### src/hw/rtl/stld_pkg.sv
// Shared types and constants of the sync/type/length deframer.
// Depends on nothing; every other file of the block imports it.
package stld_pkg;

  localparam logic [7:0] SYNC_FIRST = 8'h55;
  localparam logic [7:0] SYNC_SECOND = 8'hAA;
  localparam logic [15:0] MAX_LEN_RESET = 16'd532;

  typedef enum logic [1:0] {
    EV_BYTE  = 2'd0,
    EV_EMPTY = 2'd1,
    EV_DROP  = 2'd2
  } event_kind_e;

  typedef struct packed {
    event_kind_e kind;
    logic [7:0]  frame_type;
    logic [15:0] frame_length;
    logic [15:0] byte_position;
    logic [7:0]  payload_byte;
    logic        last;
  } result_t;

endpackage

### src/hw/rtl/sync_type_length_deframer_unit.sv
// Byte-serial deframer for sync/type/length frames.
// Input beats carry one received byte each; the parser hunts for the sync pair
// 0x55 then 0xAA, reads a type byte and a little-endian 16-bit length, and then
// tags each payload byte with type, length, position and a last flag.
// Oversized frames give one drop beat and empty frames give one empty beat;
// sync, type and length bytes give no output beat.
// One input beat is accepted per cycle while in_stall_o is low; each result is
// registered in the output register, or in the skid register during a stall.
// A skid register lets one more input beat in while the output is stalled;
// in_stall_o rises only once that skid register holds a result.
// The maximum payload length is written over the APB port at address 0 and
// resets to 532. Reset returns the parser to the sync hunt and empties both
// output registers. Depends on stld_pkg, stld_cfg_regs, stld_parser and
// stld_out_buf.
module sync_type_length_deframer_unit (
  input  logic        clk_i,
  input  logic        rst_ni,
  input  logic        in_valid_i,
  output logic        in_stall_o,
  input  logic [7:0]  rx_byte_i,
  output logic        out_valid_o,
  input  logic        out_stall_i,
  output logic [1:0]  event_kind_o,
  output logic [7:0]  frame_type_o,
  output logic [15:0] frame_length_o,
  output logic [15:0] byte_position_o,
  output logic [7:0]  payload_byte_o,
  output logic        last_o,
  input  logic        psel,
  input  logic        penable,
  input  logic        pwrite,
  input  logic [2:0]  paddr,
  input  logic [31:0] pwdata,
  output logic [31:0] prdata,
  output logic        pready
);
  import stld_pkg::*;

  logic [15:0] max_len;
  logic        accept;
  logic        res_valid;
  result_t     res;
  result_t     out_data;
  logic        buf_full;

  stld_cfg_regs u_cfg (
    .clk_i     (clk_i),
    .rst_ni    (rst_ni),
    .psel      (psel),
    .penable   (penable),
    .pwrite    (pwrite),
    .paddr     (paddr),
    .pwdata    (pwdata),
    .prdata    (prdata),
    .pready    (pready),
    .max_len_o (max_len)
  );

  assign in_stall_o = buf_full;
  assign accept = in_valid_i && !buf_full;

  stld_parser u_parser (
    .clk_i       (clk_i),
    .rst_ni      (rst_ni),
    .accept_i    (accept),
    .rx_byte_i   (rx_byte_i),
    .max_len_i   (max_len),
    .res_valid_o (res_valid),
    .res_o       (res)
  );

  stld_out_buf u_out (
    .clk_i       (clk_i),
    .rst_ni      (rst_ni),
    .push_i      (accept && res_valid),
    .push_data_i (res),
    .full_o      (buf_full),
    .out_valid_o (out_valid_o),
    .out_stall_i (out_stall_i),
    .out_data_o  (out_data)
  );

  assign event_kind_o = out_data.kind;
  assign frame_type_o = out_data.frame_type;
  assign frame_length_o = out_data.frame_length;
  assign byte_position_o = out_data.byte_position;
  assign payload_byte_o = out_data.payload_byte;
  assign last_o = out_data.last;

endmodule

### src/hw/rtl/stld_cfg_regs.sv
// APB-style configuration register holding the maximum payload length.
// Depends on stld_pkg for the reset value.
module stld_cfg_regs (
  input  logic        clk_i,
  input  logic        rst_ni,
  input  logic        psel,
  input  logic        penable,
  input  logic        pwrite,
  input  logic [2:0]  paddr,
  input  logic [31:0] pwdata,
  output logic [31:0] prdata,
  output logic        pready,
  output logic [15:0] max_len_o
);
  import stld_pkg::*;

  logic [15:0] max_len_q;
  logic [15:0] max_len_d;
  logic        sel_max_len;

  assign sel_max_len = (paddr[2] == 1'b0);
  assign pready = 1'b1;

  always_comb begin
    max_len_d = max_len_q;
    if (psel && penable && pwrite && sel_max_len) begin
      max_len_d = pwdata[15:0];
    end
  end

  always_ff @(posedge clk_i or negedge rst_ni) begin
    if (!rst_ni) begin
      max_len_q <= MAX_LEN_RESET;
    end else begin
      max_len_q <= max_len_d;
    end
  end

  assign prdata = sel_max_len ? {16'd0, max_len_q} : 32'd0;
  assign max_len_o = max_len_q;

endmodule

### src/hw/rtl/stld_parser.sv
// Frame parser: sync hunt, type and length capture, payload byte tagging.
// Depends on stld_pkg for the sync constants and the result type.
module stld_parser (
  input  logic              clk_i,
  input  logic              rst_ni,
  input  logic              accept_i,
  input  logic [7:0]        rx_byte_i,
  input  logic [15:0]       max_len_i,
  output logic              res_valid_o,
  output stld_pkg::result_t res_o
);
  import stld_pkg::*;

  typedef enum logic [2:0] {
    PH_HUNT   = 3'd0,
    PH_SYNC2  = 3'd1,
    PH_TYPE   = 3'd2,
    PH_LEN_LO = 3'd3,
    PH_LEN_HI = 3'd4,
    PH_BODY   = 3'd5
  } phase_e;

  phase_e      phase_q, phase_d;
  logic [7:0]  type_q, type_d;
  logic [15:0] len_q, len_d;
  logic [15:0] count_q, count_d;
  logic [15:0] len_full;
  logic [15:0] count_inc;

  assign len_full = {rx_byte_i, len_q[7:0]};
  assign count_inc = count_q + 16'd1;

  always_comb begin
    phase_d = phase_q;
    type_d = type_q;
    len_d = len_q;
    count_d = count_q;
    res_valid_o = 1'b0;
    res_o.kind = EV_BYTE;
    res_o.frame_type = type_q;
    res_o.frame_length = len_q;
    res_o.byte_position = 16'd0;
    res_o.payload_byte = 8'd0;
    res_o.last = 1'b1;
    case (phase_q)
      PH_SYNC2: begin
        if (rx_byte_i == SYNC_SECOND) begin
          phase_d = PH_TYPE;
          count_d = 16'd0;
          len_d = 16'd0;
        end else if (rx_byte_i != SYNC_FIRST) begin
          phase_d = PH_HUNT;
        end
      end
      PH_TYPE: begin
        type_d = rx_byte_i;
        phase_d = PH_LEN_LO;
      end
      PH_LEN_LO: begin
        len_d = {8'd0, rx_byte_i};
        phase_d = PH_LEN_HI;
      end
      PH_LEN_HI: begin
        len_d = len_full;
        res_o.frame_length = len_full;
        if (len_full > max_len_i) begin
          phase_d = PH_HUNT;
          res_valid_o = 1'b1;
          res_o.kind = EV_DROP;
        end else if (len_full == 16'd0) begin
          phase_d = PH_HUNT;
          res_valid_o = 1'b1;
          res_o.kind = EV_EMPTY;
        end else begin
          phase_d = PH_BODY;
        end
      end
      PH_BODY: begin
        count_d = count_inc;
        res_valid_o = 1'b1;
        res_o.kind = EV_BYTE;
        res_o.byte_position = count_q;
        res_o.payload_byte = rx_byte_i;
        res_o.last = (count_inc == len_q);
        if (count_inc == len_q) begin
          phase_d = PH_HUNT;
        end
      end
      default: begin
        phase_d = (rx_byte_i == SYNC_FIRST) ? PH_SYNC2 : PH_HUNT;
      end
    endcase
  end

  always_ff @(posedge clk_i or negedge rst_ni) begin
    if (!rst_ni) begin
      phase_q <= PH_HUNT;
      type_q <= 8'd0;
      len_q <= 16'd0;
      count_q <= 16'd0;
    end else if (accept_i) begin
      phase_q <= phase_d;
      type_q <= type_d;
      len_q <= len_d;
      count_q <= count_d;
    end
  end

endmodule

### src/hw/rtl/stld_out_buf.sv
// Result register with a skid stage between the parser and the output channel.
// Depends on stld_pkg for the result type.
module stld_out_buf (
  input  logic              clk_i,
  input  logic              rst_ni,
  input  logic              push_i,
  input  stld_pkg::result_t push_data_i,
  output logic              full_o,
  output logic              out_valid_o,
  input  logic              out_stall_i,
  output stld_pkg::result_t out_data_o
);
  import stld_pkg::*;

  logic    out_valid_q, out_valid_d;
  logic    skid_valid_q, skid_valid_d;
  result_t out_q, out_d;
  result_t skid_q, skid_d;
  logic    out_free;

  assign out_free = !out_valid_q || !out_stall_i;

  always_comb begin
    out_valid_d = out_valid_q;
    skid_valid_d = skid_valid_q;
    out_d = out_q;
    skid_d = skid_q;
    if (out_free) begin
      if (skid_valid_q) begin
        out_valid_d = 1'b1;
        out_d = skid_q;
        skid_valid_d = 1'b0;
      end else begin
        out_valid_d = push_i;
        out_d = push_data_i;
      end
    end else if (push_i) begin
      skid_valid_d = 1'b1;
      skid_d = push_data_i;
    end
  end

  always_ff @(posedge clk_i or negedge rst_ni) begin
    if (!rst_ni) begin
      out_valid_q <= 1'b0;
      skid_valid_q <= 1'b0;
    end else begin
      out_valid_q <= out_valid_d;
      skid_valid_q <= skid_valid_d;
    end
  end

  always_ff @(posedge clk_i) begin
    out_q <= out_d;
    skid_q <= skid_d;
  end

  assign full_o = skid_valid_q;
  assign out_valid_o = out_valid_q;
  assign out_data_o = out_q;

endmodule
### config.mk
export PLATFORM = sky130hd
export DESIGN_NAME = sync_type_length_deframer_unit
export DESIGN_NICKNAME = d
export VERILOG_FILES = /design/src/hw/rtl/stld_pkg.sv /design/src/hw/rtl/sync_type_length_deframer_unit.sv /design/src/hw/rtl/stld_cfg_regs.sv /design/src/hw/rtl/stld_parser.sv /design/src/hw/rtl/stld_out_buf.sv
export SDC_FILE = /design/constraint.sdc
export NUM_CORES = 1
export LEC_CHECK = 0
export BUFFER_PORTS_ARGS = -buffer_cell sky130_fd_sc_hd__buf_4
export CORE_ASPECT_RATIO = 1.75
export CORE_MARGIN = 2
export CORE_UTILIZATION = 26
export DETAILED_ROUTE_END_ITERATION = 16
export HOLD_SLACK_MARGIN = 0.05
export PLACE_DENSITY = 0.4
export SLEW_MARGIN = 15
export SYNTH_ARGS = -nofsm -noshare
export SYNTH_HDL_FRONTEND = slang
export SYNTH_SLANG_ARGS = --single-unit
### constraint.sdc
create_clock -name clk_i -period 6.6 [get_ports clk_i]
set_input_delay 0.99 -clock clk_i [delete_from_list [all_inputs] [get_ports clk_i]]
set_output_delay 0.99 -clock clk_i [all_outputs]
set_load 0.01 [all_outputs]
== Word level (Yosys, flattened, before mapping) ==
Index checks and enable logic that the tools add are counted.
Storage, ports and cells
  word-level logic and storage cells: 80
  flip-flop bits (word level): 163
  output and inout port bits: 86
Cells by class
  bitwise logic cells: 3
  add/subtract/negate cells: 1
  equal/unequal tests: 12
  $lt $le $gt $ge: 1
  reduce and logical (&&, ||, !) cells: 20
  multiplexer cells: 23
Operators with widths (number)
  $mux W51: 1
  $mux W16: 3
  $pmux W16 S3: 1
  $pmux W16 S2: 1
  $mux W25: 1
  $add A16 B1 Y16 const B: 1
  $eq A16 B16 Y1: 1
  $gt A16 B16 Y1: 1
  $logic_not A16 Y1: 1
  $mux W3: 5
  $pmux W3 S5: 1
  $reduce_and A3 Y1: 3
  $eq A8 B7 Y1 const B: 1
  $eq A8 B8 Y1 const B: 1
  $ne A8 B7 Y1 const B: 1
  $mux W1: 7
  $eq A3 B2 Y1 const B: 2
  $eq A3 B3 Y1 const B: 2
  $reduce_bool A2 Y1: 3
  $logic_and A1 B1 Y1: 5
  $mux W2: 2
  $ne A2 B1 Y1 const B: 2
  $reduce_and A2 Y1: 2
  $reduce_and A4 Y1: 1
  other kinds (7): 11

== Logic depth before layout (Yosys ltp) ==
Gate-level depths: netlist (run 1).
  depth in word-level cells: 7
  depth in mapped cells: 9
  mapped depth without buffers: 9

== By module ==
From an unflattened synthesis (run 1), not the netlist that was laid out.
Unflattened totals
  cells, all modules: 580
  area total of the unflattened synthesis: 8147.8 µm²
Modules (own cells, without submodules)
  stld_out_buf: seq. area each 3113.0 µm², cells an instance 165, instances 1, area an instance 4007.6 µm²
  stld_parser: seq. area each 1076.0 µm², cells an instance 343, instances 1, area an instance 3221.8 µm²
  stld_cfg_regs: seq. area each 404.1 µm², cells an instance 70, instances 1, area an instance 903.4 µm²
  sync_type_length_deframer_unit: seq. area each 0.0 µm², cells an instance 2, instances 1, area an instance 15.0 µm²

== Worst setup path before layout (run 1) ==
No wires, ideal clock.
  path kind: in2reg
  start point: input rx_byte_i[6]
  end point: register u_out.skid_q[0] in the netlist's numbering, enable pin
  setup slack: 0.169 ns
  data required time: 6.077 ns
  arrival: 5.909 ns
  setup time: 0.523 ns
  path buffers: 0
  stages on the path: 8
  cell sequence: ha_1 -> nand4_1 -> or4_1 -> a21o_1 -> o211a_1 -> o211ai_1 -> nand2_1 -> nor3_1
Between the ends
  cells in the longest elaborated chain, start to end: 6
  elaborated cells between the ends (all ways): 7
RTL lines
  start, declared: RTL line sync_type_length_deframer_unit.sv:20  | input logic [7:0] rx_byte_i,
  branches (longest 2 deep; another with $gt A16 B16 Y1)
  $mux W1 (*): RTL line stld_parser.sv:66  | if (len_full > max_len_i) begin
  $pmux W1 S2 (*): RTL line stld_parser.sv:45  | case (phase_q)
  $logic_and A1 B1 Y1 (*): RTL line sync_type_length_deframer_unit.sv:75  | .push_i (accept && res_valid),
  $reduce_and A2 Y1 (no source line) (*)
  end signal, assigned: RTL line stld_out_buf.sv:55  | skid_q <= skid_d;
  end, declared: RTL line stld_out_buf.sv:18  | result_t skid_q, skid_d;
Every way passes the cells marked *.
A chain may end at the register's enable or synchronous reset.

== Worst setup path in the final report (run 1) ==
  start point: input rx_byte_i[6]
  end point: register u_out.skid_q[34] in the netlist's numbering, enable pin
Same word-level chain as after synthesis.

==> results.py, run 1 <==
metrics = {
    "power": {
        "ir_drop_uv": 196,
        "power_density_nw_per_um2": 339,
        "p_leak_nw": 3.89,
    },
    "yosys": {
        "ys_seq_area_share_pct": 58.7,
        "ys_types": 63,
        "synth_cells": 624,
        "synthArstFlopShare_pct": 37.4,
        "yosys_warnings": 0,
        "syn_avg_cell_area_sq_um": 12.5,
        "ys_seq_elements": 163,
        "netlist_area_sq_um": 7820,
        "synth-edff-count": 102,
        "synth_ff_type": "edfxtp_1",
    },
    "clock_tree": {
        "clock_path_buffers": 2,
        "cts_tree": "done",
        "cts.repair.resized": 0,
        "clkSinkCount": 163,
        "post-cts-setup-buffer-count": 0,
        "htree_levels": 4,
        "cts_buffers": 17,
        "cts-hold-fix-buffers": 0,
        "clk_pin_slew_ps": 60,
        "ctsRootBufferMaster": "clkbuf_16",
        "insertion_delay_ps": 440,
    },
    "detailed_routing": {
        "routed_wl_microns": 20100,
        "antenna_left": 0,
        "first_pass_iters": 4,
        "drc_errors": 0,
        "drt-initial-drc-count": 200,
        "routedWlPerCell_microns": 18.1,
        "via_per_inst": 4.59,
        "vias": 5107,
    },
    "status": {
        "status": "complete, no violations",
    },
    "die": {
        "rows": 84,
        "die-width_microns": 135,
        "die_area_sq_um": 31500,
        "coreArea_sq_um": 29800,
        "start_util_pct": 26.2,
        "die_y_microns": 233,
        "pin_count": 136,
    },
    "final_layout": {
        "final_cell_mix": "buf_4 (106), edfxtp_1 (102), mux2_2 (81)",
        "utilization_pct": 31.7,
        "regArea_sq_um": 4590,
        "nNetsFinal": 779,
        "area_growth_pct": 21.0,
        "drive_gt1_share_pct": 32.7,
        "fill_cells": 3072,
        "diodes": 0,
        "stdcell_area_sq_um": 9460,
        "multi_input_area_sq_um": 2940,
        "layout_commonest_cell": "buf_4",
    },
    "timing": {
        "relSlewSlack_pct": 27.4,
        "slew_violations": 0,
        "rsz0062_at_grt": "no",
        "period_share_pct": 49.3,
        "fin_crit_ps": 3250,
        "fin_worst_skew_ps": 7.53,
        "tightest_slew_ps": 1080,
        "finalSetupViolations": 0,
        "holdWs_ps": 474,
        "fin_tns_setup_ps": 0,
        "fmax_mhz": 307,
        "hold_violations": 0,
    },
    "placement": {
        "dp.final_hpwl_microns": 14600,
        "portBuffers": 100,
        "placedInstanceArea_sq_um": 8880,
        "routabilityCongestion": 0.850,
    },
    "critical_path": {
        "path_class": "input pin to flop",
        "crit_path_start_kind": "input pin",
        "timing.critical_path.arrival_ps": 3350,
        "path_max_fanout": 25,
        "r2r_setup_slack_ps": 3480,
        "worstPathRequired_ps": 6700,
        "end_kind": "flop",
    },
    "global_routing": {
        "grt_max_degree": 62,
        "grt_remaining_overflow": 0,
        "grtUsageTotal_pct": 13.3,
        "antenna_found_initial": 0,
        "grt_pass1_vias": 5408,
        "grt_first_pass_wirelength_microns": 31100,
    },
    "run": {
        "drv_cap": 0,
    },
    "hold_path": {
        "hold_path.class": "flop to flop",
    },
}
-- power breakdown --
group / switching [W] / internal (W) / total, W
Sequential: 0.000126 / 0.00131 / 0.00144
Clock: 0.000415 / 0.000564 / 0.000979
Combinational: 0.000415 / 0.000378 / 0.000793
-- logic make-up (layout without fill, tap and decap cells) --
family,after synthesis,after routing,synth area share [%]
muxes,82,82,11.8
AOI/OAI and AO/OA,87,87,7.20
xor gates and xnor gates,22,22,2.46
adders and majority gates,17,17,2.72
and+or+nand+nor,180,180,12.4
other,2,17,0.0961
DFF,163,163,58.7
buffers and inverters,71,157,4.54
-- path summary, 6_finish.rpt --
kind / depth (start not counted) / start / end
min: 0 / u_parser.type_q[2] / u_out.skid_q[43]
max: 10 / rx_byte_i[6] / u_out.skid_q[34]
max in group asynchronous: 1 / rst_ni / u_out.full_o
min in group asynchronous: 1 / rst_ni / u_cfg.max_len_o[1]
min reg2reg: 0 / u_parser.type_q[2] / u_out.skid_q[43]
max reg2reg: 9 / u_parser.len_q[7] / u_out.skid_q[34]
-- cell type report --
type | count | area share [%]
Timing Repair Buffer | 106 | 8.41
Inverter | 19 | 0.754
Clock buffer | 21 | 5.10
Clock inverter | 11 | 1.03
Multi-Input combinational cell | 405 | 31.0
Tap cell | 387 | 5.12
Sequential cell | 163 | 48.6
-- per-stage QoR --
step / instances / power [W] / worst slack [ps]
final: 1112 / 0.00321 / 3350
after global routing: 1112 / 0.00339 / 3170
after CTS: 1112 / 0.00327 / 3350
after detailed placement: 1080 / 0.00228 / 2870
after global placement: 1080 / 0.00227 / 2890
after floorplan: 639 / 0.00194 / 169
-- cells in the mapped netlist (3+ instances only) --
library cell	number	area (sq um)
edfxtp_1	102	3060
nor3_1	7	35.0
mux2_2	81	912
nand2b_1	4	25.0
xor2_1	8	70.1
o21ai_0	37	185
clkbuf_1	23	86.3
dfrtp_1	58	1450
o41ai_1	3	26.3
ha_1	17	213
inv_1	19	71.3
nand3_1	8	40.0
nand2_1	49	184
a22o_1	8	70.1
nor4_1	6	37.5
nor2b_1	5	31.3
xnor2_1	14	123
nand4_1	8	50.1
o211ai_1	3	22.5
buf_2	4	20.0
a21oi_1	8	40.0
nor2_1	47	176
and3_1	25	156
a31oi_1	4	25.0
o31ai_1	8	60.1
dfstp_2	3	78.8
buf_4	22	165
-- registers in the layout, summed over array words and instances (netlist names) --
| register | cells |
|---|---|
| u_out.skid_q | 51 |
| u_cfg.max_len_o | 16 |
| u_parser.phase_q | 3 |
| u_out.out_valid_o | 1 |
| u_out.out_data_o | 51 |
| u_parser.count_q | 16 |
| u_out.full_o | 1 |
| u_parser.len_q | 16 |
| u_parser.type_q | 8 |
-- metal layers --
metal / GRT usage [%] / wire length (microns) / vias to the layer above / part of all wire, %
met5: 0 / 0 / - / 0
met4: 6.18 / 619 / 0 / 3.1
met3: 3.17 / 760 / 32 / 3.8
met2: 24.5 / 11100 / 125 / 55
met1: 14.1 / 7680 / 2524 / 38
li1: - / - / 2426 / -
-- worst max-delay path, cell delays in order --
cell and delay [ps]:
buf_4 150, ha_1 320, nand4_1 120, or4_1 520, a21o_1 180, o211a_1 150, o211ai_1 280, nand2_1 100
nor3_2 140, buf_4 380
Note: power is estimated with default switching activity, not from simulation.
==> run 2, diff against run 1 <==
Settings changed: PLACE_DENSITY 0.4 to 0.42.
Clock period 6.6 ns to 2.9 ns, I/O delays scaled along.
==> run 2 against run 1 <==
Effect of this change: utilization increased by 1.2 points; final area increased by 3.7%; power increased by 130%; critical endpoint is now u_out.skid_q[33]; hold slack got worse by 370 ps; via count increased by 4.8%; critical path type is now flop to flop; register-to-register slack got worse by 3400 ps; first-iteration DRC count increased by 83%.
==> results.py, run 2 (synthesis gave the netlist of run 1 again) <==
metrics = {
    "status": {
        "status": "complete, no violations",
    },
    "final_layout": {
        "diodes": 0,
        "utilization_pct": 32.9,
        "stdcell_area_sq_um": 9810,
        "fill_cells": 3032,
        "drive_gt1_share_pct": 36.9,
        "final_cell_mix": "buf_4 (135), edfxtp_1 (102), mux2_2 (81)",
        "nNetsFinal": 815,
        "area_growth_pct": 25.5,
        "instances_no_fill": 1148,
        "layout_commonest_cell": "buf_4",
    },
    "critical_path": {
        "path_max_fanout": 12,
        "crit_path_cell_trace": "inv_2, ha_4, nand2_2, or4_4, a21o_1, o211a_1, o211ai_1, nand2_1, nor3_2, buf_4, buf_12",
        "r2r-start": "u_cfg.max_len_o[4]",
        "reg2reg_depth": 11,
        "worstPathRequired_ps": 3050,
        "slowest_stage": "dfstp_2",
        "r2r_setup_slack_ps": 100,
        "rr_endpoint": "u_out.skid_q[33]",
        "max_stage_delay_ps": 540,
        "path_delay_family": "simple AND/OR/NAND/NOR gates",
        "cp.depth": 11,
        "crit_path_start_kind": "flop",
        "end_kind": "flop",
        "crit_buf_inv": 3,
        "timing.critical_path.arrival_ps": 2950,
        "path_class": "flop to flop",
    },
    "timing": {
        "relSlewSlack_pct": 41.5,
        "fin_crit_ps": 2800,
        "tightest_slew_ps": 878,
        "rsz0062_at_grt": "yes",
        "slew_violations": 0,
        "hold_violations": 0,
        "fmax_mhz": 357,
        "period_share_pct": 96.5,
        "finalSetupViolations": 0,
        "fin_worst_skew_ps": 7.88,
    },
    "detailed_routing": {
        "antenna_left": 0,
        "routed_wl_microns": 21200,
        "routedWlPerCell_microns": 18.5,
        "m1WireLength_microns": 7860,
        "met3WireLength_microns": 802,
        "drt-initial-drc-count": 366,
        "drc_errors": 0,
        "via_per_inst": 4.66,
        "first_pass_iters": 4,
        "maxUsedRoutingLayer": "met4",
        "wl_met2_microns": 11900,
        "vias": 5354,
    },
    "clock_tree": {
        "clkSinkCount": 163,
        "cts_buffers": 17,
        "htree_levels": 4,
        "clk_pin_slew_ps": 60,
        "insertion_delay_ps": 440,
        "cts_tree": "done",
        "clock_path_buffers": 2,
        "ctsRootBufferMaster": "clkbuf_16",
    },
    "run": {
        "drv_cap": 0,
    },
    "die": {
        "rows": 84,
        "die_y_microns": 233,
        "die_area_sq_um": 31500,
        "pin_count": 136,
        "die-width_microns": 135,
        "start_util_pct": 26.2,
        "coreArea_sq_um": 29800,
    },
    "global_routing": {
        "antenna_found_initial": 0,
        "grtUsageTotal_pct": 14.0,
        "grt_first_pass_wirelength_microns": 32800,
        "grt_remaining_overflow": 0,
        "grt_pass1_vias": 5652,
        "grt_max_degree": 62,
    },
    "power": {
        "p_leak_nw": 4.05,
        "power_density_nw_per_um2": 741,
        "ir_drop_uv": 430,
    },
    "placement": {
        "dp_cells": 1110,
        "portBuffers": 100,
        "placedInstanceArea_sq_um": 9140,
        "dp.final_hpwl_microns": 15600,
        "routabilityCongestion": 0.836,
    },
    "hold_path": {
        "hold_path.class": "input pin to async pin",
    },
}
-- run 2: routing by layer --
metal  vias to the layer above  global-route usage [%]
li1                       2495                       -
met1                      2668                    14.8
met2                       157                    26.1
met3                        34                    2.93
met4                         0                    6.38
met5                         -                       0
-- run 2: timing repair --
| action | in CTS | in global routing |
|---|---|---|
| resized for setup | 0 | 13 |
| setup buffers | 0 | 3 |
| hold buffers | 0 | 0 |
| setup endpoints to repair | 0 | 51 |
-- run 2: layout make-up --
cell class	count	area, sq um	share of cell area, %
inverters	19	71.3	0.727
flip-flops and latches	163	4590	46.8
repair buffers	142	1150	11.7
multi-input cells	405	3000	30.6
clock inverters	11	63.8	0.650
clock buffers	21	450	4.59
well taps	387	484	4.93
-- run 2: metrics by stage --
step / TNS (ps) / total power, W / setup slack (ps) / hold WS [ps]
2_1_floorplan: -153890 / 0.00443 / -3020 / 139
3_3_place_gp: -1960 / 0.00524 / -51.0 / 454
3_5_place_dp: -3640 / 0.00528 / -85.6 / 457
4_1_cts: 0 / 0.00733 / 17.1 / 146
5_1_grt: -3670 / 0.00770 / -83.8 / 156
6_report: 0 / 0.00727 / 102 / 104
-- run 2: power by group --
part           internal, W  switching [W]
Combinational     0.000976        0.00103
Sequential         0.00299       0.000268
Clock              0.00110       0.000913
-- run 2: worst max path at each step --
stage | from | slack (ps) | to
floorplan | u_cfg.max_len_o[4] | -3020 | u_out.skid_q[0]
global placement | rx_byte_i[7] | -50 | u_out.skid_q[17]
detailed placement | rx_byte_i[7] | -90 | u_out.skid_q[17]
CTS | u_cfg.max_len_o[4] | 20 | u_out.skid_q[19]
global route | u_cfg.max_len_o[4] | -80 | u_out.skid_q[33]
finish | u_cfg.max_len_o[4] | 100 | u_out.skid_q[33]
==> run 3, diff against run 2 <==
Settings changed: RECOVER_POWER set to 100, SETUP_SLACK_MARGIN set to 0.4.
==> run 3 against run 2 <==
Effect of this change: the run now ends with max-capacitance violations, max-slew violations left; count of clock-buffer cells in the layout stayed put; routed wire length is 1.1% higher; cell count is 0.61% higher; clock skew is 0.69 ps higher; via count is 0.34% higher; global-route usage is 0.073 points higher; sequential share of layout area is 0.53 points higher; utilization is 0.34 points lower; combinational power is 3% lower; register-to-register slack worse by 70 ps; critical endpoint is now u_out.skid_q[19].
==> results.py, run 3 (synthesis gave the netlist of run 1 again) <==
metrics = {
    "status": {
        "status": "finished with violations",
        "violations": "max-capacitance violations, max-slew violations",
    },
    "power": {
        "power_frac_seq_pct": 45.1,
        "swShare_pct": 31.1,
        "p_switching_w": 0.00225,
        "power_density_nw_per_um2": 743,
        "clock_power_share_pct": 28.0,
        "ir_drop_uv": 435,
        "p_leak_nw": 3.85,
        "internal_power_w": 0.00497,
        "combPwrFrac_pct": 26.9,
    },
    "placement": {
        "placedInstanceArea_sq_um": 9140,
        "routabilityCongestion": 0.836,
        "dp_slack_ps": -85.6,
        "dp.final_hpwl_microns": 15600,
        "portBuffers": 100,
        "dp_cells": 1110,
    },
    "final_layout": {
        "drive_gt1_share_pct": 30.6,
        "nNetsFinal": 822,
        "fill_cells": 3073,
        "utilization_pct": 32.5,
        "instances_no_fill": 1155,
        "area_growth_pct": 24.2,
        "final_cell_mix": "edfxtp_1 (102), mux2_2 (80), buf_4 (76)",
        "stdcell_area_sq_um": 9710,
        "layout_commonest_cell": "edfxtp_1",
        "diodes": 0,
    },
    "detailed_routing": {
        "routedWlPerCell_microns": 18.6,
        "routed_wl_microns": 21400,
        "drt-initial-drc-count": 352,
        "vias": 5372,
        "drc_errors": 0,
        "antenna_left": 0,
        "via_per_inst": 4.65,
        "first_pass_iters": 4,
    },
    "die": {
        "die-width_microns": 135,
        "die_y_microns": 233,
        "start_util_pct": 26.2,
        "die_area_sq_um": 31500,
        "pin_count": 136,
        "rows": 84,
        "coreArea_sq_um": 29800,
    },
    "clock_tree": {
        "clkSinkCount": 163,
        "cts_buffers": 17,
        "cts_tree": "done",
        "htree_levels": 4,
        "clock_path_buffers": 2,
        "clk_pin_slew_ps": 60,
        "cts-hold-fix-buffers": 0,
        "insertion_delay_ps": 440,
        "ctsRootBufferMaster": "clkbuf_16",
    },
    "global_routing": {
        "grt_remaining_overflow": 0,
        "grt_max_degree": 62,
        "use_met3_pct": 2.95,
        "grt_use_met2_pct": 26.4,
        "antenna_found_initial": 0,
        "grt.busiest_layer": "met2",
        "grtUsageTotal_pct": 14.0,
        "grt_first_pass_wirelength_microns": 33000,
        "grt_pass1_vias": 5692,
        "gr-usage-met1_pct": 14.9,
    },
    "timing": {
        "slew_violations": 62,
        "fin_crit_ps": 2870,
        "finalSetupViolations": 0,
        "fin_worst_skew_ps": 8.58,
        "tightest_slew_ps": 1710,
        "rsz0062_at_grt": "yes",
        "hold_violations": 0,
        "period_share_pct": 98.9,
        "fin_ws_ps": 30.7,
        "fmax_mhz": 349,
        "relSlewSlack_pct": -14.3,
    },
    "critical_path": {
        "path_class": "flop to flop",
        "worstPathRequired_ps": 3050,
        "end_kind": "flop",
        "timing.critical_path.arrival_ps": 3020,
        "path_max_fanout": 15,
        "crit_path_start_kind": "flop",
        "r2r_setup_slack_ps": 30,
    },
    "run": {
        "drv_cap": 1,
    },
    "hold_path": {
        "hold_path.class": "input pin to flop",
    },
}
==> run 3: layout make-up <==
cell class | count | area [sq um] | share of cell area [%]
clock inverters | 11 | 63.8 | 0.657
flip-flops and latches | 163 | 4600 | 47.4
multi-input cells | 405 | 3080 | 31.7
repair buffers | 149 | 967 | 9.96
well taps | 387 | 484 | 4.99
inverters | 19 | 71.3 | 0.734
clock buffers | 21 | 450 | 4.64
==> run 3: worst paths after layout <==
path | from | to | cells past startpoint
setup / recovery | u_cfg.max_len_o[4] | u_out.skid_q[19] | 11
hold / removal | pwdata[6] | u_cfg.max_len_o[6] | 2
setup reg to reg | u_cfg.max_len_o[4] | u_out.skid_q[19] | 11
hold reg to reg | u_parser.type_q[6] | u_out.skid_q[47] | 0
max in group asynchronous | rst_ni | u_out.full_o | 1
min in group asynchronous | rst_ni | u_cfg.max_len_o[1] | 1
==> run 3: per-stage QoR <==
step | hold WS [ps] | total power, W | TNS [ps]
floorplan | 139 | 0.00443 | -153890
global placement | 454 | 0.00524 | -1960
detailed placement | 457 | 0.00528 | -3640
CTS | 146 | 0.00739 | 0
global route | 204 | 0.00763 | -3480
finish | 223 | 0.00722 | 0
==> run 3: power groups by stage <==
stage / Sequential (W) / Combinational (W) / Clock, W
floorplan: 0.00329 / 0.00114 / 0
global placement: 0.00328 / 0.00195 / 0
detailed placement: 0.00330 / 0.00198 / 0
CTS: 0.00326 / 0.00205 / 0.00208
global route: 0.00331 / 0.00215 / 0.00218
finish: 0.00326 / 0.00194 / 0.00202
==> run 3: critical path, stage by stage (launching register included) <==
cell      delay (ps)
dfstp_2          540
inv_2             50
ha_4             250
nand2_2           40
or4_4            510
a21o_1           170
o211a_1          140
o211ai_1         260
nand2_1          130
nor3_4           160
buf_4            180
buf_12           150
==> run 3: repair_timing <==
action / 4_1_cts / 5_1_grt
setup endpoints to repair: 56 / 61
setup buffers: 7 / 3
pin swaps: 2 / 6
gates resized for setup: 17 / 17
cloned: 0 / 3
==> run 3: routing by layer <==
metal,vias up,wire length (microns),part of all wire [%]
met5,-,0,0
met4,0,537,2.5
met3,30,770,3.6
met2,152,12000,56
met1,2680,8110,38
li1,2510,-,-
